## src/design/sha1_pkg.sv

```systemverilog
// Shared types, constants and round functions for the SHA-1 message hash.
// No dependencies; imported by every module of the block.
`default_nettype none

package sha1_pkg;

    typedef logic [31:0] t_word;
    typedef logic [6:0]  t_round;

    // Round variables a..e, also used for the chaining words
    typedef struct packed {
        t_word a;
        t_word b;
        t_word c;
        t_word d;
        t_word e;
    } t_vars;

    // Control from the sequencer to the schedule window
    typedef struct packed {
        logic shift;    // advance the window by one word
        logic ext;      // shift in the external word instead of the expanded one
    } t_win_ctrl;

    localparam t_word K0 = 32'h5A827999;
    localparam t_word K1 = 32'h6ED9EBA1;
    localparam t_word K2 = 32'h8F1BBCDC;
    localparam t_word K3 = 32'hCA62C1D6;

    localparam t_vars InitChain = '{
        a: 32'h67452301,
        b: 32'hEFCDAB89,
        c: 32'h98BADCFE,
        d: 32'h10325476,
        e: 32'hC3D2E1F0
    };

    localparam t_word PadWord  = 32'h80000000;
    localparam t_round LastRound = 7'd79;

    function automatic t_word rotl(input t_word x, input int unsigned n);
        rotl = (x << n) | (x >> (32 - n));
    endfunction

    // Boolean function of the round group
    function automatic t_word round_f(input t_round t, input t_word b, input t_word c,
                                      input t_word d);
        priority if (t < 7'd20) begin
            round_f = (b & c) | (~b & d);
        end else if (t < 7'd40) begin
            round_f = b ^ c ^ d;
        end else if (t < 7'd60) begin
            round_f = (b & c) | (b & d) | (c & d);
        end else begin
            round_f = b ^ c ^ d;
        end
    endfunction

    // Additive constant of the round group
    function automatic t_word round_k(input t_round t);
        priority if (t < 7'd20) begin
            round_k = K0;
        end else if (t < 7'd40) begin
            round_k = K1;
        end else if (t < 7'd60) begin
            round_k = K2;
        end else begin
            round_k = K3;
        end
    endfunction

endpackage

`default_nettype wire

```

## src/design/sha1_window.sv

```systemverilog
// Sixteen-word message schedule window, held as a shift line with fixed taps.
// Depends on sha1_pkg.
`default_nettype none

module sha1_window (
    input  wire                   i_clk,
    input  sha1_pkg::t_win_ctrl   i_ctrl,
    input  sha1_pkg::t_word       i_word,
    output sha1_pkg::t_word       o_w0
);
    import sha1_pkg::*;

    t_word r_win [16];
    t_word n_exp;

    // r_win[j] holds W[t+j]; the expanded word W[t+16] enters at the tail
    assign n_exp = rotl(r_win[13] ^ r_win[8] ^ r_win[2] ^ r_win[0], 1);
    assign o_w0  = r_win[0];

    always_ff @(posedge i_clk) begin
        if (i_ctrl.shift) begin
            for (int i = 0; i < 15; i++) begin
                r_win[i] <= r_win[i + 1];
            end
            r_win[15] <= i_ctrl.ext ? i_word : n_exp;
        end
    end

endmodule

`default_nettype wire

```

## src/design/sha1_round.sv

```systemverilog
// One SHA-1 round: the shared unit the sequencer runs 80 times per block.
// Depends on sha1_pkg.
`default_nettype none

module sha1_round (
    input  sha1_pkg::t_round i_round,
    input  sha1_pkg::t_vars  i_vars,
    input  sha1_pkg::t_word  i_w,
    output sha1_pkg::t_vars  o_vars
);
    import sha1_pkg::*;

    t_word tmp;

    assign tmp = rotl(i_vars.a, 5) + round_f(i_round, i_vars.b, i_vars.c, i_vars.d)
               + i_vars.e + round_k(i_round) + i_w;

    always_comb begin
        o_vars.a = tmp;
        o_vars.b = i_vars.a;
        o_vars.c = rotl(i_vars.b, 30);
        o_vars.d = i_vars.c;
        o_vars.e = i_vars.d;
    end

endmodule

`default_nettype wire

```

## src/design/sha1_message_hash.sv

```systemverilog
// SHA-1 message hash top level: sequencer, chaining words, length and padding.
// Depends on sha1_pkg, sha1_window and sha1_round.
//
// Usage: drive a message word on i_msg_word with i_valid_bytes and
// i_end_of_message, raise start; the word is taken at a clock edge with
// start high and busy low. Words are big-endian; only the last word of a
// message may carry fewer than four bytes (counts above four read as four).
// A word that does not complete a 512-bit block and does not end the message
// leaves busy low. The sixteenth word of a block starts 80 rounds, one per
// cycle in the shared round unit, followed by the chaining add; busy stays
// high until the add is done. After the last word the block pads on its own,
// one pad word per cycle outside compressions, with one or two extra
// compressions, then drives the five digest words on o_digest_word on
// consecutive cycles, each marked by o_strobe, with o_digest_index 0..4 and
// o_digest_last on the fifth word. The receiver cannot stall the strobe. The
// chaining words, length and position then return to their initial values,
// ready for the next message.
// Reset (i_rst_n low, synchronous) drops any message in progress.
`default_nettype none

module sha1_message_hash (
    input  wire                i_clk,
    input  wire                i_rst_n,
    input  wire                start,
    output logic               busy,
    input  sha1_pkg::t_word    i_msg_word,
    input  wire [2:0]          i_valid_bytes,
    input  wire                i_end_of_message,
    output logic               o_strobe,
    output sha1_pkg::t_word    o_digest_word,
    output logic [2:0]         o_digest_index,
    output logic               o_digest_last
);
    import sha1_pkg::*;

    localparam logic [2:0] ST_IDLE  = 3'd0;
    localparam logic [2:0] ST_ROUND = 3'd1;
    localparam logic [2:0] ST_ADD   = 3'd2;
    localparam logic [2:0] ST_PAD   = 3'd3;
    localparam logic [2:0] ST_OUT   = 3'd4;

    logic [2:0]  r_state, n_state;
    t_round      r_round, n_round;
    logic [3:0]  r_pos, n_pos;
    logic [63:0] r_len, n_len;
    t_vars       r_chain, n_chain;
    t_vars       r_work, n_work;
    logic        r_in_pad, n_in_pad;
    logic        r_pad80, n_pad80;
    logic        r_hi_done, n_hi_done;
    logic        r_lo_done, n_lo_done;
    logic [2:0]  r_out_idx, n_out_idx;

    logic        accept;
    logic [2:0]  nbytes;
    t_word       mask;
    t_word       pad_bit;
    t_word       first_word;
    t_word       pad_word;
    t_word       push_word;
    t_win_ctrl   win_ctrl;
    t_word       w0;
    t_vars       round_out;
    t_word       out_sel;

    assign busy   = (r_state != ST_IDLE);
    assign accept = start && !busy;
    assign nbytes = (i_valid_bytes > 3'd4) ? 3'd4 : i_valid_bytes;

    // Tail masking and the 0x80 marker right after the last byte
    always_comb begin
        unique case (nbytes)
            3'd0:    begin mask = 32'h00000000; pad_bit = 32'h80000000; end
            3'd1:    begin mask = 32'hFF000000; pad_bit = 32'h00800000; end
            3'd2:    begin mask = 32'hFFFF0000; pad_bit = 32'h00008000; end
            3'd3:    begin mask = 32'hFFFFFF00; pad_bit = 32'h00000080; end
            default: begin mask = 32'hFFFFFFFF; pad_bit = 32'h00000000; end
        endcase
    end

    assign first_word = i_end_of_message ? ((i_msg_word & mask) | pad_bit) : i_msg_word;

    // Pad words: pending marker word, zeros, then length high and low
    always_comb begin
        priority if (r_pad80) begin
            pad_word = PadWord;
        end else if (r_pos == 4'd14) begin
            pad_word = r_len[63:32];
        end else if (r_pos == 4'd15 && r_hi_done) begin
            pad_word = r_len[31:0];
        end else begin
            pad_word = '0;
        end
    end

    assign push_word      = (r_state == ST_PAD) ? pad_word : first_word;
    assign win_ctrl.ext   = (r_state == ST_PAD) || accept;
    assign win_ctrl.shift = win_ctrl.ext || (r_state == ST_ROUND);

    sha1_window u_window (
        .i_clk  (i_clk),
        .i_ctrl (win_ctrl),
        .i_word (push_word),
        .o_w0   (w0)
    );

    sha1_round u_round (
        .i_round (r_round),
        .i_vars  (r_work),
        .i_w     (w0),
        .o_vars  (round_out)
    );

    // Digest word select
    always_comb begin
        unique case (r_out_idx)
            3'd0:    out_sel = r_chain.a;
            3'd1:    out_sel = r_chain.b;
            3'd2:    out_sel = r_chain.c;
            3'd3:    out_sel = r_chain.d;
            default: out_sel = r_chain.e;
        endcase
    end

    // Sequencer
    always_comb begin
        n_state   = r_state;
        n_round   = r_round;
        n_pos     = r_pos;
        n_len     = r_len;
        n_chain   = r_chain;
        n_work    = r_work;
        n_in_pad  = r_in_pad;
        n_pad80   = r_pad80;
        n_hi_done = r_hi_done;
        n_lo_done = r_lo_done;
        n_out_idx = r_out_idx;
        unique case (r_state)
            ST_IDLE: begin
                if (accept) begin
                    n_pos = r_pos + 4'd1;
                    if (i_end_of_message) begin
                        n_len    = r_len + {58'd0, nbytes, 3'b000};
                        n_in_pad = 1'b1;
                        n_pad80  = (nbytes == 3'd4);
                    end else begin
                        n_len = r_len + 64'd32;
                    end
                    if (r_pos == 4'd15) begin
                        n_state = ST_ROUND;
                        n_round = '0;
                        n_work  = r_chain;
                    end else if (i_end_of_message) begin
                        n_state = ST_PAD;
                    end
                end
            end
            ST_PAD: begin
                n_pos = r_pos + 4'd1;
                priority if (r_pad80) begin
                    n_pad80 = 1'b0;
                end else if (r_pos == 4'd14) begin
                    n_hi_done = 1'b1;
                end else if (r_pos == 4'd15 && r_hi_done) begin
                    n_lo_done = 1'b1;
                end else begin
                    n_pad80 = 1'b0;
                end
                if (r_pos == 4'd15) begin
                    n_state = ST_ROUND;
                    n_round = '0;
                    n_work  = r_chain;
                end
            end
            ST_ROUND: begin
                n_work  = round_out;
                n_round = r_round + 7'd1;
                if (r_round == LastRound) begin
                    n_state = ST_ADD;
                end
            end
            ST_ADD: begin
                n_chain.a = r_chain.a + r_work.a;
                n_chain.b = r_chain.b + r_work.b;
                n_chain.c = r_chain.c + r_work.c;
                n_chain.d = r_chain.d + r_work.d;
                n_chain.e = r_chain.e + r_work.e;
                priority if (r_lo_done) begin
                    n_state   = ST_OUT;
                    n_out_idx = '0;
                end else if (r_in_pad) begin
                    n_state = ST_PAD;
                end else begin
                    n_state = ST_IDLE;
                end
            end
            ST_OUT: begin
                n_out_idx = r_out_idx + 3'd1;
                if (r_out_idx == 3'd4) begin
                    n_state   = ST_IDLE;
                    n_chain   = InitChain;
                    n_len     = '0;
                    n_pos     = '0;
                    n_in_pad  = 1'b0;
                    n_pad80   = 1'b0;
                    n_hi_done = 1'b0;
                    n_lo_done = 1'b0;
                end
            end
            default: begin
                n_state = ST_IDLE;
            end
        endcase
    end

    // Control and chaining state
    always_ff @(posedge i_clk) begin
        if (!i_rst_n) begin
            r_state   <= ST_IDLE;
            r_round   <= '0;
            r_pos     <= '0;
            r_len     <= '0;
            r_chain   <= InitChain;
            r_in_pad  <= 1'b0;
            r_pad80   <= 1'b0;
            r_hi_done <= 1'b0;
            r_lo_done <= 1'b0;
            r_out_idx <= '0;
            o_strobe  <= 1'b0;
        end else begin
            r_state   <= n_state;
            r_round   <= n_round;
            r_pos     <= n_pos;
            r_len     <= n_len;
            r_chain   <= n_chain;
            r_in_pad  <= n_in_pad;
            r_pad80   <= n_pad80;
            r_hi_done <= n_hi_done;
            r_lo_done <= n_lo_done;
            r_out_idx <= n_out_idx;
            o_strobe  <= (r_state == ST_OUT);
        end
    end

    // Round variables and digest output word, index and last flag
    always_ff @(posedge i_clk) begin
        r_work         <= n_work;
        o_digest_word  <= out_sel;
        o_digest_index <= r_out_idx;
        o_digest_last  <= (r_out_idx == 3'd4);
    end

    // Digest words come as an unbroken run 0..4 with nothing after the last
    a_idx_step: assert property (@(posedge i_clk) disable iff (!i_rst_n)
        o_strobe && !o_digest_last |=>
            o_strobe && (o_digest_index == $past(o_digest_index) + 3'd1))
        else $error("digest index did not advance");

    a_last_ends: assert property (@(posedge i_clk) disable iff (!i_rst_n)
        o_strobe && o_digest_last |=> !o_strobe)
        else $error("strobe after last digest word");

    a_round_range: assert property (@(posedge i_clk) disable iff (!i_rst_n)
        r_state == ST_ROUND |-> r_round <= LastRound)
        else $error("round counter out of range");

    a_idle_clean: assert property (@(posedge i_clk) disable iff (!i_rst_n)
        r_state == ST_IDLE |-> !r_in_pad && !r_lo_done)
        else $error("padding flags left set while idle");

    a_out_after_len: assert property (@(posedge i_clk) disable iff (!i_rst_n)
        r_state == ST_OUT |-> r_lo_done && r_pos == 4'd0)
        else $error("digest output before length word");

endmodule

`default_nettype wire

```

## config.mk

```make
export PLATFORM = sky130hd
export DESIGN_NAME = sha1_message_hash
export DESIGN_NICKNAME = d
export VERILOG_FILES = /design/src/design/sha1_pkg.sv /design/src/design/sha1_window.sv /design/src/design/sha1_round.sv /design/src/design/sha1_message_hash.sv
export SDC_FILE = /design/constraint.sdc
export NUM_CORES = 2
export LEC_CHECK = 0
export BUFFER_PORTS_ARGS = -buffer_cell sky130_fd_sc_hd__buf_2
export CAP_MARGIN = 20
export CORE_MARGIN = 2
export CORE_UTILIZATION = 50
export CTS_CLUSTER_DIAMETER = 60
export CTS_CLUSTER_SIZE = 20
export DETAILED_ROUTE_END_ITERATION = 10
export GPL_TIMING_DRIVEN = 1
export PLACE_DENSITY_LB_ADDON = 0.12
export SLEW_MARGIN = 20
export SYNTH_ARGS = -nofsm -noshare
export SYNTH_HDL_FRONTEND = slang
export SYNTH_SLANG_ARGS = --single-unit
```

## constraint.sdc

```tcl
create_clock -name i_clk -period 16.9 [get_ports i_clk]
set_clock_uncertainty 0.05 [all_clocks]
set_input_delay 2.535 -clock i_clk [delete_from_list [all_inputs] [get_ports i_clk]]
set_output_delay 2.535 -clock i_clk [all_outputs]
set_load 0.03 [all_outputs]
```

==> implementation parameters <==
Parameter                              Value

Run status
  Run status ... complete, no violations

Timing
  Final worst setup slack ... approximately 10,000 ps
  Slew at the pin with the worst max-slew slack ... between 1000 and 1500 ps
  Time the worst path needs with I/O delays and setup ... 6863 ps
  Setup repair after global routing missed its margin ... false
  Achievable clock frequency ... around 150 MHz
  Max Slew Vio Count ... 0
  Final-layout worst hold slack ... about 360 ps
  Final worst path period share ... between 40% and 50%
  Number of setup violations in the final report ... 0
  Sum Neg Setup Slack ... 0 ps
  Headroom to the max-slew limit ... 24.03%
  Final count of hold timing violations ... 0

Cells and area
  Post-route insts no fill ... roughly 5.6k
  Most used cells in the layout excluding fill and tap cells ... 672 x sky130_fd_sc_hd__edfxtp_1, 581 x sky130_fd_sc_hd__nand2_1, 279 x sky130_fd_sc_hd__dfxtp_1
  Nets@finish ... 4,642
  Layout fillers ... 8,087
  Total area of multi-input combinational cells ... roughly 20,000 um^2
  Area Overhead vs Synth ... 9.654%
  Leading cell type in the layout, fill and taps excluded ... sky130_fd_sc_hd__edfxtp_1
  Flip-flop and latch area ... about 26,000 um^2
  Share of post-route cells with drive strength above 1 ... 7.354%
  Antenna diodes ... 0

Setup path
  Crit end category ... register
  Setup CP Type ... register to register
  Required time of the critical path ... 17,240 ps
  Worst R2R Start ... r_round[3]
  Startpoint kind of the worst setup timing path ... register
  Worst EP arrival ... roughly 7000 ps
  Register-to-Register Path Depth ... 23
  Worst reg2reg setup slack ... around 10,000 ps
  Reg2reg end ... r_work[159]
  Biggest fanout along the worst timing path ... 19

Global route
  Initial antenna violation count ... 4
  Number of global-route vias before repair ... between 30k and 40k
  Routing usage on met2 ... approximately two fifths
  Routing layer with the top usage in global route ... met2
  Met1 Usage GRT ... 37.17%
  Pin count of the biggest net entering global routing ... ~220
  Overflow left after global routing ... 0
  Global-route total usage across every layer ... roughly a quarter
  Met3 capacity usage during global routing ... about 3.8%
  Global-route wire length before repair ... about 190,000 um

Clocking
  Count of cells resized by post-cts repair ... 0
  Number of post-CTS setup repair buffers ... 0
  Buffer levels on the longest clock path ... 3
  Number of clock sinks ... roughly 950
  Clock Latency Late Sink ... around 670 ps
  Number of CTS-inserted buffers ... 80
  TritonCTS clock tree ... done
  Clock root buffer ... sky130_fd_sc_hd__clkbuf_16
  Number of H-tree levels ... 3
  Number of hold-repair buffers added at the cts stage ... 0
  Clock-pin transition on the worst setup and hold timing paths ... roughly 80 ps

Worst hold path
  Worst Hold Launch ... u_window.r_win[0][126]
  Worst Hold Depth ... 0
  Worst hold path endpoint ... u_window.r_win[0][94]
  Worst min path class ... register to register

Synth
  Synthesized net count ... between 4k and 5k
  Number of standard cells after synthesis ... roughly 4.2k
  Fraction of synthesis flops using an asynchronous set or reset pin ... 0%
  Basic-gate share of the synthesized area counting and, or, nand and nor cells ... 12.07%
  Fraction of synthesized cell area in xor and xnor cells ... roughly 5.6%
  Synthesized-area fraction occupied by adder cells ... around 11%
  Synthesis Warnings ... 0
  Compound-cell area share of the yosys netlist ... between 10% and 20%
  Sequential fraction of the synthesis area ... 54.49%
  Mux share of post-synthesis cell area ... less than 1%
  Synthesized area ... 47,280 um^2
  Most common flop cell mapped by yosys ... sky130_fd_sc_hd__edfxtp_1
  Post-synthesis register bit count ... 951
  Average cell area after synthesis ... roughly 11 um^2
  Number of distinct library cell variants in the gate-level netlist after synthesis ... 95
  Largest family of logic cells by synthesized area ... compound AO/OA/AOI/OAI gates
  Count of flip-flops with a built-in enable after synthesis ... roughly 670

Placed design
  Final HPWL DP ... 85,380 um
  Post-Place Setup Slack ... between 9000 and 10,000 ps
  PortBufs ... between 70 and 80
  Cell Count Post-Placement ... between 5k and 6k
  Final estimated routing congestion in global placement ... between 0.9 and 1

Drt
  Number of remaining DRC errors ... 0
  Number of detailed-routing iterations run before antenna repair ... 6
  Final routed wire length divided by cell count ... between 20 and 25 um
  Count of routing violations after the opening detailed-route iteration ... roughly 3.1k
  Total wire length after detailed routing ... about 120,000 um
  Via total after detailed routing ... about 32k
  Number of nets with antenna violations after detailed routing ... 0
  Number of vias per cell ... around 5.8

Die
  I/O pin count ... between 70 and 80
  Die Footprint ... 97,040 um^2
  Core Footprint ... 93,470 um^2
  Starting Density ... between 50 and 60%
  Die X ... between 300 and 400 um
  Number of core rows ... approximately 110
  Height of the chip ... ~310 um

Flow run
  Number of max-cap violations ... 0
-- sequential cells by signal, summed over array words and instances, names as in the netlist, 4 cells and up --
signal,count
r_chain,160
r_work,160
o_digest_word,32
r_pos,4
r_round,7
u_window.r_win,512
r_len,61
-- cells in the mapped netlist, drive strengths merged, types with 95 or more instances --
| cell | count | area [um^2] |
|---|---|---|
| edfxtp | 672 | 20180 |
| xnor2 | 207 | 1813 |
| nand2 | 590 | 2232 |
| xor2 | 95 | 832.1 |
| ha | 205 | 2565 |
| dfxtp | 279 | 5585 |
| inv | 247 | 927.1 |
| a21oi | 213 | 1081 |
| nor2 | 274 | 1054 |
| o21ai | 241 | 1206 |
| clkbuf | 147 | 551.8 |
| fa | 126 | 2522 |
-- per-stage QoR --
step	utilization, %	cell area [um^2]
after global routing	55.47	51840
after CTS	55.44	51820
after global placement	52.44	49020
after floorplan	-	47280
after detailed placement	52.44	49020
final	55.47	51840
-- per-layer routing --
layer  up-vias  routed length, um
li1      15240                  -
met1     15820              56530
met2      1100              55430
met3       220               8029
met4         4               4333
met5         -                 32
-- cell families (layout without fill, tap and decap cells) --
| kind of cell | count (synthesis) | count (layout) |
|---|---|---|
| mux | 34 | 34 |
| xor+xnor | 302 | 302 |
| fa+ha+maj | 331 | 331 |
| compound gates | 957 | 957 |
| simple gates | 1254 | 1254 |
| flops | 951 | 951 |
| buf+inv | 401 | 509 |
-- how the worst max path moves through the flow --
stage                           from  cells past startpoint                    end  slack, ps
after floorplan                start                      6   u_window.r_win[0][0]       1550
after global placement         start                      9  u_window.r_win[1][76]       9830
after detailed placement       start                      9  u_window.r_win[1][44]       9740
after CTS                 r_round[3]                     23            r_work[159]      10130
after global routing      r_round[3]                     24            r_work[156]       9670
final                     r_round[3]                     23            r_work[159]      10040
-- critical path: stages, from the launching register on --
cell                       delay (ps)
sky130_fd_sc_hd__dfxtp_1          440
sky130_fd_sc_hd__and3_1           230
sky130_fd_sc_hd__or3_1            140
sky130_fd_sc_hd__inv_2            230
sky130_fd_sc_hd__nor2_2           560
sky130_fd_sc_hd__buf_4            360
sky130_fd_sc_hd__a221oi_1         130
sky130_fd_sc_hd__fa_1             510
sky130_fd_sc_hd__inv_1             50
sky130_fd_sc_hd__fa_1             500
sky130_fd_sc_hd__inv_1             60
sky130_fd_sc_hd__fa_1             530
sky130_fd_sc_hd__inv_1             50
sky130_fd_sc_hd__ha_1             340
sky130_fd_sc_hd__a21o_1           200
sky130_fd_sc_hd__a221o_1          310
sky130_fd_sc_hd__or3_1            370
sky130_fd_sc_hd__o221ai_2         200
sky130_fd_sc_hd__a21oi_2          130
sky130_fd_sc_hd__a22o_1           240
sky130_fd_sc_hd__or4b_1           490
sky130_fd_sc_hd__a31oi_1          230
sky130_fd_sc_hd__xnor2_1          140
sky130_fd_sc_hd__o21ai_1           70
-- area by class of cell --
| cell class | count | share of cell area (%) |
|---|---|---|
| inverter | 248 | 1.796 |
| clock buffer | 95 | 4.194 |
| timing repair buffer | 113 | 1.361 |
| sequential | 951 | 49.70 |
| clock inverter | 53 | 1.202 |
| tap | 1254 | 3.026 |
| multi-input combinational | 2878 | 38.72 |
Power is not shown: default switching activity piles up to over one toggle a cycle in this logic, so the estimate is an artifact.
